$ cat config.mk
export PLATFORM = sky130hd
export DESIGN_NAME = stepper_axis_homing_positioner
export DESIGN_NICKNAME = d
export VERILOG_FILES = /design/src/hdl/sahp_pkg.sv /design/src/hdl/sahp_debounce.sv /design/src/hdl/sahp_axis.sv /design/src/hdl/stepper_axis_homing_positioner.sv
export SDC_FILE = /design/constraint.sdc
export NUM_CORES = 1
export LEC_CHECK = 0
export BUFFER_PORTS_ARGS = -buffer_cell sky130_fd_sc_hd__buf_2
export CAP_MARGIN = 20
export CORE_UTILIZATION = 65
export CTS_BUF_LIST = sky130_fd_sc_hd__clkbuf_4 sky130_fd_sc_hd__clkbuf_8
export CTS_CLUSTER_SIZE = 14
export DETAILED_ROUTE_END_ITERATION = 6
export HOLD_SLACK_MARGIN = 0.15
export PLACE_DENSITY_LB_ADDON = 0.15
export REMOVE_ABC_BUFFERS = 1
export SYNTH_ARGS = -nofsm -noshare
export SYNTH_HDL_FRONTEND = slang
export SYNTH_SLANG_ARGS = --single-unit
$ cat constraint.sdc
create_clock -name clock -period 10 [get_ports clock]
set_input_delay 2 -clock clock [delete_from_list [all_inputs] [get_ports clock]]
set_output_delay 2 -clock clock [all_outputs]
set_load 0.01 [all_outputs]
$ cat src/hdl/sahp_pkg.sv
// Shared types and constants for the stepper axis homing positioner.
// No dependencies; every other file refers to this package by scoped names.
package sahp_pkg;

   localparam int POS_BITS = 16;
   localparam int DBN_BITS = 4;

   localparam logic [POS_BITS-1:0] TRAVEL_RESET   = 16'd2800;
   localparam logic [DBN_BITS-1:0] DEBOUNCE_RESET = 4'd3;

   typedef enum logic [0:0] {
      CSR_TRAVEL   = 1'b0,
      CSR_DEBOUNCE = 1'b1
   } csr_index_type;

   typedef enum logic [0:0] {
      CMD_TICK = 1'b0,
      CMD_MOVE = 1'b1
   } command_type;

   typedef enum logic [1:0] {
      MODE_SEEK    = 2'd0,
      MODE_RELEASE = 2'd1,
      MODE_READY   = 2'd2,
      MODE_MOVING  = 2'd3
   } axis_mode_type;

   typedef enum logic [1:0] {
      STAT_NONE      = 2'd0,
      STAT_ACCEPTED  = 2'd1,
      STAT_NOT_READY = 2'd2,
      STAT_RANGE     = 2'd3
   } req_status_type;

   typedef enum logic [1:0] {
      EVT_NONE   = 2'd0,
      EVT_TARGET = 2'd1,
      EVT_UPPER  = 2'd2,
      EVT_LOWER  = 2'd3
   } motion_event_type;

   typedef struct packed {
      logic                command;
      logic                switch_level;
      logic [POS_BITS-1:0] target_position;
   } req_type;

   typedef struct packed {
      logic                step_pulse;
      logic                step_direction;
      logic                driver_enable;
      logic [POS_BITS-1:0] position;
      axis_mode_type       axis_mode;
      logic                switch_stable;
      req_status_type      request_status;
      motion_event_type    motion_event;
   } rsp_type;

endpackage

$ cat src/hdl/sahp_debounce.sv
// Home switch debouncer: run-length count of equal raw samples.
// Depends on sahp_pkg.
module sahp_debounce (
   input  logic                         clock,
   input  logic                         reset,
   input  logic                         sample,
   input  logic                         raw_level,
   input  logic [sahp_pkg::DBN_BITS-1:0] debounce_ticks,
   output logic                         level_next
);

   logic                          last_ff, last_in;
   logic [sahp_pkg::DBN_BITS-1:0] run_ff, run_in;
   logic                          stable_ff, stable_in;

   always_comb begin
      if (raw_level == last_ff) begin
         run_in = (run_ff < debounce_ticks) ? run_ff + 1'b1 : run_ff;
      end else begin
         run_in = '0;
      end
      stable_in = (run_in >= debounce_ticks) ? raw_level : stable_ff;
      last_in   = raw_level;
   end

   assign level_next = sample ? stable_in : stable_ff;

   always_ff @(posedge clock) begin
      if (reset) begin
         last_ff   <= 1'b0;
         run_ff    <= '0;
         stable_ff <= 1'b0;
      end else if (sample) begin
         last_ff   <= last_in;
         run_ff    <= run_in;
         stable_ff <= stable_in;
      end
   end

endmodule

$ cat src/hdl/sahp_axis.sv
// Axis mode machine and position datapath; produces the result for one item.
// Depends on sahp_pkg.
module sahp_axis (
   input  logic                          clock,
   input  logic                          reset,
   input  logic                          accept,
   input  sahp_pkg::req_type             req,
   input  logic                          level_next,
   input  logic [sahp_pkg::POS_BITS-1:0] travel_steps,
   output sahp_pkg::rsp_type             result
);

   localparam int PW = sahp_pkg::POS_BITS;
   localparam logic signed [PW+1:0] STEP_ONE = (PW+2)'(1);

   sahp_pkg::axis_mode_type mode_ff, mode_in;
   logic [PW-1:0]           pos_ff, pos_in;
   logic [PW-1:0]           target_ff, target_in;
   logic                    dir_ff, dir_in;
   logic                    en_ff, en_in;

   logic                        pulse;
   sahp_pkg::req_status_type    status;
   sahp_pkg::motion_event_type  evt;

   logic [PW-1:0]        home_target;
   logic signed [PW+1:0] step_pos, travel_w, clamp_hi, clamp_lo;
   logic                 hit_upper, hit_lower, hit_target, move_stop;
   logic [PW-1:0]        move_pos;
   sahp_pkg::motion_event_type move_evt;
   logic                 is_tick, req_in_range, req_same;

   assign home_target  = travel_steps >> 1;
   assign is_tick      = (req.command == sahp_pkg::CMD_TICK);
   assign req_in_range = (req.target_position <= travel_steps);
   assign req_same     = (req.target_position == pos_ff);

   // one step with clamping: upper end first, then lower end, target wins the event
   always_comb begin
      travel_w   = $signed({2'b00, travel_steps});
      step_pos   = dir_ff ? $signed({2'b00, pos_ff}) - STEP_ONE
                          : $signed({2'b00, pos_ff}) + STEP_ONE;
      hit_upper  = (step_pos >= travel_w);
      clamp_hi   = hit_upper ? travel_w : step_pos;
      hit_lower  = (clamp_hi <= 0);
      clamp_lo   = hit_lower ? '0 : clamp_hi;
      move_pos   = clamp_lo[PW-1:0];
      hit_target = (clamp_lo == $signed({2'b00, target_ff}));
      move_stop  = hit_upper | hit_lower | hit_target;
      if (hit_target) begin
         move_evt = sahp_pkg::EVT_TARGET;
      end else if (hit_lower) begin
         move_evt = sahp_pkg::EVT_LOWER;
      end else if (hit_upper) begin
         move_evt = sahp_pkg::EVT_UPPER;
      end else begin
         move_evt = sahp_pkg::EVT_NONE;
      end
   end

   // next state
   always_comb begin
      mode_in = mode_ff;
      if (is_tick) begin
         unique case (mode_ff)
            sahp_pkg::MODE_SEEK: begin
               if (level_next) mode_in = sahp_pkg::MODE_RELEASE;
            end
            sahp_pkg::MODE_RELEASE: begin
               if (!level_next) begin
                  mode_in = (home_target == '0) ? sahp_pkg::MODE_READY
                                                : sahp_pkg::MODE_MOVING;
               end
            end
            sahp_pkg::MODE_MOVING: begin
               if (move_stop) mode_in = sahp_pkg::MODE_READY;
            end
            default: mode_in = mode_ff;
         endcase
      end else if (mode_ff == sahp_pkg::MODE_READY && req_in_range && !req_same) begin
         mode_in = sahp_pkg::MODE_MOVING;
      end
   end

   // datapath and result fields
   always_comb begin
      pos_in    = pos_ff;
      target_in = target_ff;
      dir_in    = dir_ff;
      en_in     = en_ff;
      pulse     = 1'b0;
      status    = sahp_pkg::STAT_NONE;
      evt       = sahp_pkg::EVT_NONE;
      if (is_tick) begin
         unique case (mode_ff)
            sahp_pkg::MODE_SEEK: begin
               pulse = 1'b1;
            end
            sahp_pkg::MODE_RELEASE: begin
               pulse = 1'b1;
               if (!level_next) begin
                  pos_in    = '0;
                  dir_in    = 1'b0;
                  target_in = home_target;
                  en_in     = (home_target != '0);
                  evt       = (home_target == '0) ? sahp_pkg::EVT_TARGET
                                                  : sahp_pkg::EVT_NONE;
               end
            end
            sahp_pkg::MODE_MOVING: begin
               pulse  = 1'b1;
               pos_in = move_pos;
               if (move_stop) en_in = 1'b0;
               evt    = move_evt;
            end
            default: pulse = 1'b0;
         endcase
      end else if (mode_ff != sahp_pkg::MODE_READY) begin
         status = sahp_pkg::STAT_NOT_READY;
      end else if (!req_in_range) begin
         status = sahp_pkg::STAT_RANGE;
      end else begin
         status    = sahp_pkg::STAT_ACCEPTED;
         dir_in    = (req.target_position < pos_ff);
         target_in = req.target_position;
         en_in     = !req_same;
         evt       = req_same ? sahp_pkg::EVT_TARGET : sahp_pkg::EVT_NONE;
      end
   end

   always_comb begin
      result.step_pulse     = pulse;
      result.step_direction = dir_in;
      result.driver_enable  = en_in;
      result.position       = pos_in;
      result.axis_mode      = mode_in;
      result.switch_stable  = level_next;
      result.request_status = status;
      result.motion_event   = evt;
   end

   always_ff @(posedge clock) begin
      if (reset) begin
         mode_ff   <= sahp_pkg::MODE_SEEK;
         pos_ff    <= '0;
         target_ff <= '0;
         dir_ff    <= 1'b0;
         en_ff     <= 1'b1;
      end else if (accept) begin
         mode_ff   <= mode_in;
         pos_ff    <= pos_in;
         target_ff <= target_in;
         dir_ff    <= dir_in;
         en_ff     <= en_in;
      end
   end

endmodule

$ cat src/hdl/stepper_axis_homing_positioner.sv
// Stepper axis homing positioner, top level: config registers, handshake, result register.
// The result word is registered and valid in the cycle after its request word is accepted.
// Throughput: one word per cycle; the single result register stalls the request
// side only while a held result is itself stalled.
// Reset (synchronous): axis seeks home, position 0, driver enabled, travel 2800, debounce 3.
// Depends on sahp_pkg, sahp_debounce, sahp_axis.
module stepper_axis_homing_positioner (
   input  logic                          clock,
   input  logic                          reset,
   input  logic                          req_valid,
   output logic                          req_stall,
   input  sahp_pkg::req_type             req_payload,
   output logic                          rsp_valid,
   input  logic                          rsp_stall,
   output sahp_pkg::rsp_type             rsp_payload,
   input  logic                          csr_write_en,
   input  logic [0:0]                    csr_index,
   input  logic [sahp_pkg::POS_BITS-1:0] csr_write_data
);

   logic [sahp_pkg::POS_BITS-1:0] travel_ff;
   logic [sahp_pkg::DBN_BITS-1:0] debounce_ff;
   logic                          rsp_valid_ff;
   sahp_pkg::rsp_type             rsp_ff;
   sahp_pkg::rsp_type             result;
   logic                          accept;
   logic                          level_next;

   assign req_stall = rsp_valid_ff & rsp_stall;
   assign accept    = req_valid & ~req_stall;

   always_ff @(posedge clock) begin
      if (reset) begin
         travel_ff   <= sahp_pkg::TRAVEL_RESET;
         debounce_ff <= sahp_pkg::DEBOUNCE_RESET;
      end else if (csr_write_en) begin
         unique case (sahp_pkg::csr_index_type'(csr_index))
            sahp_pkg::CSR_TRAVEL:   travel_ff   <= csr_write_data;
            sahp_pkg::CSR_DEBOUNCE: debounce_ff <= csr_write_data[sahp_pkg::DBN_BITS-1:0];
            default:                travel_ff   <= travel_ff;
         endcase
      end
   end

   sahp_debounce u_debounce (
      .clock          (clock),
      .reset          (reset),
      .sample         (accept && req_payload.command == sahp_pkg::CMD_TICK),
      .raw_level      (req_payload.switch_level),
      .debounce_ticks (debounce_ff),
      .level_next     (level_next)
   );

   sahp_axis u_axis (
      .clock        (clock),
      .reset        (reset),
      .accept       (accept),
      .req          (req_payload),
      .level_next   (level_next),
      .travel_steps (travel_ff),
      .result       (result)
   );

   always_ff @(posedge clock) begin
      if (reset) begin
         rsp_valid_ff <= 1'b0;
      end else if (accept) begin
         rsp_valid_ff <= 1'b1;
      end else if (!rsp_stall) begin
         rsp_valid_ff <= 1'b0;
      end
   end

   always_ff @(posedge clock) begin
      if (accept) begin
         rsp_ff <= result;
      end
   end

   assign rsp_valid   = rsp_valid_ff;
   assign rsp_payload = rsp_ff;

endmodule

==> metrics.md <==
| Metric | Value |
|---|---|
| Outcome | complete, but fails checks |
| Failing checks | design-rule violations |
| Final Max Tran Viols | 0 |
| Placer Congestion | between 1 and 1.5 |
| Final net count | a little under 1,000 |
| Row count | 36 |
| P per Cell Area | 117 nW/um^2 |
| RSZ-0062 raised after global routing | no |
| Clk slew on worst S/H paths | 110 ps |
| Die Width | 104 um |
| # resized after CTS | 0 |
| Core area | 9950 sq um |
| Core Util, Final | between 70 and 80% |
| Die ar. | ~11,000 sq um |
| Hold Path Class | flop to flop |
| Final Cell Area | 7390 sq um |
| CTS buffer count | 9 |
| Top_reg_cell synth | dfxtp_1 |
| Count of final setup violators | 0 |
| Final Hold Fails | 0 |
| Hold_buf cts | 0 |
| First-pass GRT wire length | around 34 mm |
| Ranking of synthesized cells by area | dfxtp_1 (19%), edfxtp_1 (11%), ha_1 (11%) |
| CP Max Fanout | 24 |
| Setup CP Type | flop to flop |
| Final HPWL DP | about 16 mm |
| Instance count of the mapped netlist | 840 |
| Starting DRC count in detailed routing | 831 |
| Die height | 104 um |
| Max Clock Freq | 162 MHz |
| Asr flop ratio synth | 0% |
| Max-cap violations | 0 |
| CP Data Arrival Time | 6470 ps |
| GRT Total Usage | 40.5% |
| RR Startpoint | u_axis.pos_ff[6] |
| Buffer count from post-CTS setup fixing | 0 |
| Drt via density | between 6 and 7 |
| Worst vdd ir | approximately 0.076 mV |
| Pleak | 0.00309 uW |
| CTS Root Cell | clkbuf_8 |
| Initial antenna violation count | 0 |
| Register bit total from synthesis | 89 |
| Initial Util | roughly 68% |
| Syn-to-layout area delta | 8.80% |
| Layout cells sized above 1 | 12.9% |
| Critical R2R Capture | u_axis.en_ff |
| Synthesis warning total | 0 |
| R2R Setup Slk | 3810 ps |
| Post-route DRC | 14 |
| DP Area | between 7000 and 8000 sq um |
| Post-route ant nets | 0 |
| Vias | 7,007 |
| Cell taking the most area after synthesis | dfxtp_1 |
| Fin Clk Skew | around 20 ps |
| # diodes | 0 |
| WL/cell | ~22 um |
| CP required | 10,280 ps |
| Clock Sinks | 89 |
| Crit path to | u_axis.en_ff |
| Maximum clock path buffer count | 2 |
| CTS tree | yes |
| CP startpoint kind | flop |
| Post-synth EDFFs | 26 |
| Worst-Skew Late Latency | 380 ps |
| Worst Max-Slew Pin Slew | 1010 ps |
| Slew HR | 32.3% |
| H-tree Lvls | 3 |
| Largest net degree at the start of global routing | 65 |
| Netlist Area Pre-Place | 6790 sq um |
| Synthesized area per cell | 8.09 sq um |
| Initial DRT Pass Iterations | 7 |
| Vias in the first global route | 6,448 |
| Crit end category | flop |
| Total Wirelength | ~22 mm |
| Worst Reg-to-Reg Cells | 17 |
| IO Port Bufs | 67 |
| Min cycle time layout | 6190 ps |
| Start point of the critical path | u_axis.pos_ff[6] |
| Synth cell types | 84 |
| IO Pins | 68 |
| Seq/Total Area, Yosys | 30.1% |
| Sum Neg Setup Slack | 0 ps |
| Post-synth top area share | between 10% and 20% |
| Overflow after GRT | 0 |
| Final period util | roughly three fifths |
## logic make-up after synthesis
| group | share of synthesized area, % |
|---|---|
| fa+ha+maj | 10.7 |
| mux | 4.68 |
| simple gates | 22.2 |
| compound gates | 23.3 |
| buf+inv | 6.43 |
| flops | 30.1 |
| xor+xnor | 2.69 |
## final cells by class
type,instances,area [sq um]
multi-input combinational,642,4320
sequential,89,2040
clock inverter,7,93.8
tap,133,166
inverter,63,238
timing repair buffer,76,410
fill,744,2560
clock buffer,9,124
## Yosys cell counts (4+ instances only)
cell type / instances
a22o_1: 6
nand4_1: 17
nand2_1: 75
nor2_1: 83
nand3_1: 18
a211o_1: 13
o21ai_0: 41
dfxtp_1: 63
or4_1: 7
buf_2: 9
nor3_1: 20
nor4_1: 14
xnor2_1: 14
clkbuf_1: 34
a21o_1: 12
a221oi_1: 6
or3_1: 11
nor2b_1: 11
a211oi_1: 23
inv_1: 61
edfxtp_1: 26
xor2_1: 5
and3_1: 4
nand4b_1: 4
o31a_1: 4
o211ai_1: 4
mux2i_1: 28
a21oi_1: 66
o21a_1: 11
nand2b_1: 10
ha_1: 58
## worst max-delay path: stages, from the launching register on
cell      delay, ps
dfxtp_1         430
or4_1           680
or4b_4          550
a21oi_4         180
xnor2_2         200
clkinv_2        120
ha_1            310
nand3_1          90
nor2_1          150
nand4_1         170
o211a_1         570
nor2_1          880
o21ai_0         370
a2111o_1        450
a31o_1          190
and2_4          150
o311a_1         360
o31a_1          240
## through the flow
step | cells | hold WS [ps] | worst slack (ps) | total power [uW]
detailed placement | 1002 | 454 | 3890 | 577
global placement | 1001 | 451 | 3990 | 570
CTS | 1018 | 476 | 3980 | 853
finish | 1019 | 475 | 3810 | 865
floorplan | 794 | 430 | 4450 | 511
global route | 1019 | 498 | 3650 | 890
## sequential cells by signal, indices dropped and copies added, names as in the netlist
name,count
u_debounce.last_ff,1
u_axis.dir_ff,1
travel_ff,16
u_debounce.run_ff,4
rsp_payload,26
u_axis.pos_ff,16
rsp_valid,1
u_axis.target_ff,16
u_debounce.stable_ff,1
u_axis.en_ff,1
debounce_ff,4
u_axis.mode_ff,2
## metal layers
metal,up-vias,track usage (%),wire length [um]
li1,3169,-,-
met2,513,63.9,9900
met4,0,20.5,1010
met1,3232,52.8,8750
met3,93,8.02,2420
met5,-,0,0
## how the worst min path moves through the flow
stage | start | endpoint | slack (ps) | cells after the start
after floorplan | debounce_ff[2] | debounce_ff[2] | 430 | 2
after global placement | debounce_ff[2] | debounce_ff[2] | 450 | 2
after detailed placement | debounce_ff[1] | debounce_ff[1] | 450 | 1
after CTS | debounce_ff[1] | debounce_ff[1] | 480 | 1
after global routing | debounce_ff[3] | debounce_ff[3] | 500 | 2
final | debounce_ff[2] | debounce_ff[2] | 480 | 2
## layout by cell type (no fill, tap or decap), types with 7 or more instances in the layout
cell and instances:
nand2b_1 10, o21ai_0 41, inv_1 61, edfxtp_1 26, nor2_1 82, or3_1 11, nor2b_1 11, buf_4 8
dfxtp_1 63, nor4_1 14, nand2_1 75, a211o_1 13, ha_1 58, nand4_1 17, a21o_1 12, a21oi_1 66
clkbuf_8 9, mux2i_1 28, or4_1 7, o21a_1 11, nand3_1 18, a211oi_1 23, xnor2_1 14, nor3_1 20
buf_2 67
## report_power, final
part / leakage, uW / switching, uW / internal [uW]
Sequential: 0.000774 / 15.4 / 386
Clock: 0.000106 / 145 / 141
Combinational: 0.00221 / 110 / 67.5
Total: 0.00309 / 271 / 594
Note: power is estimated with default switching activity, not from simulation.
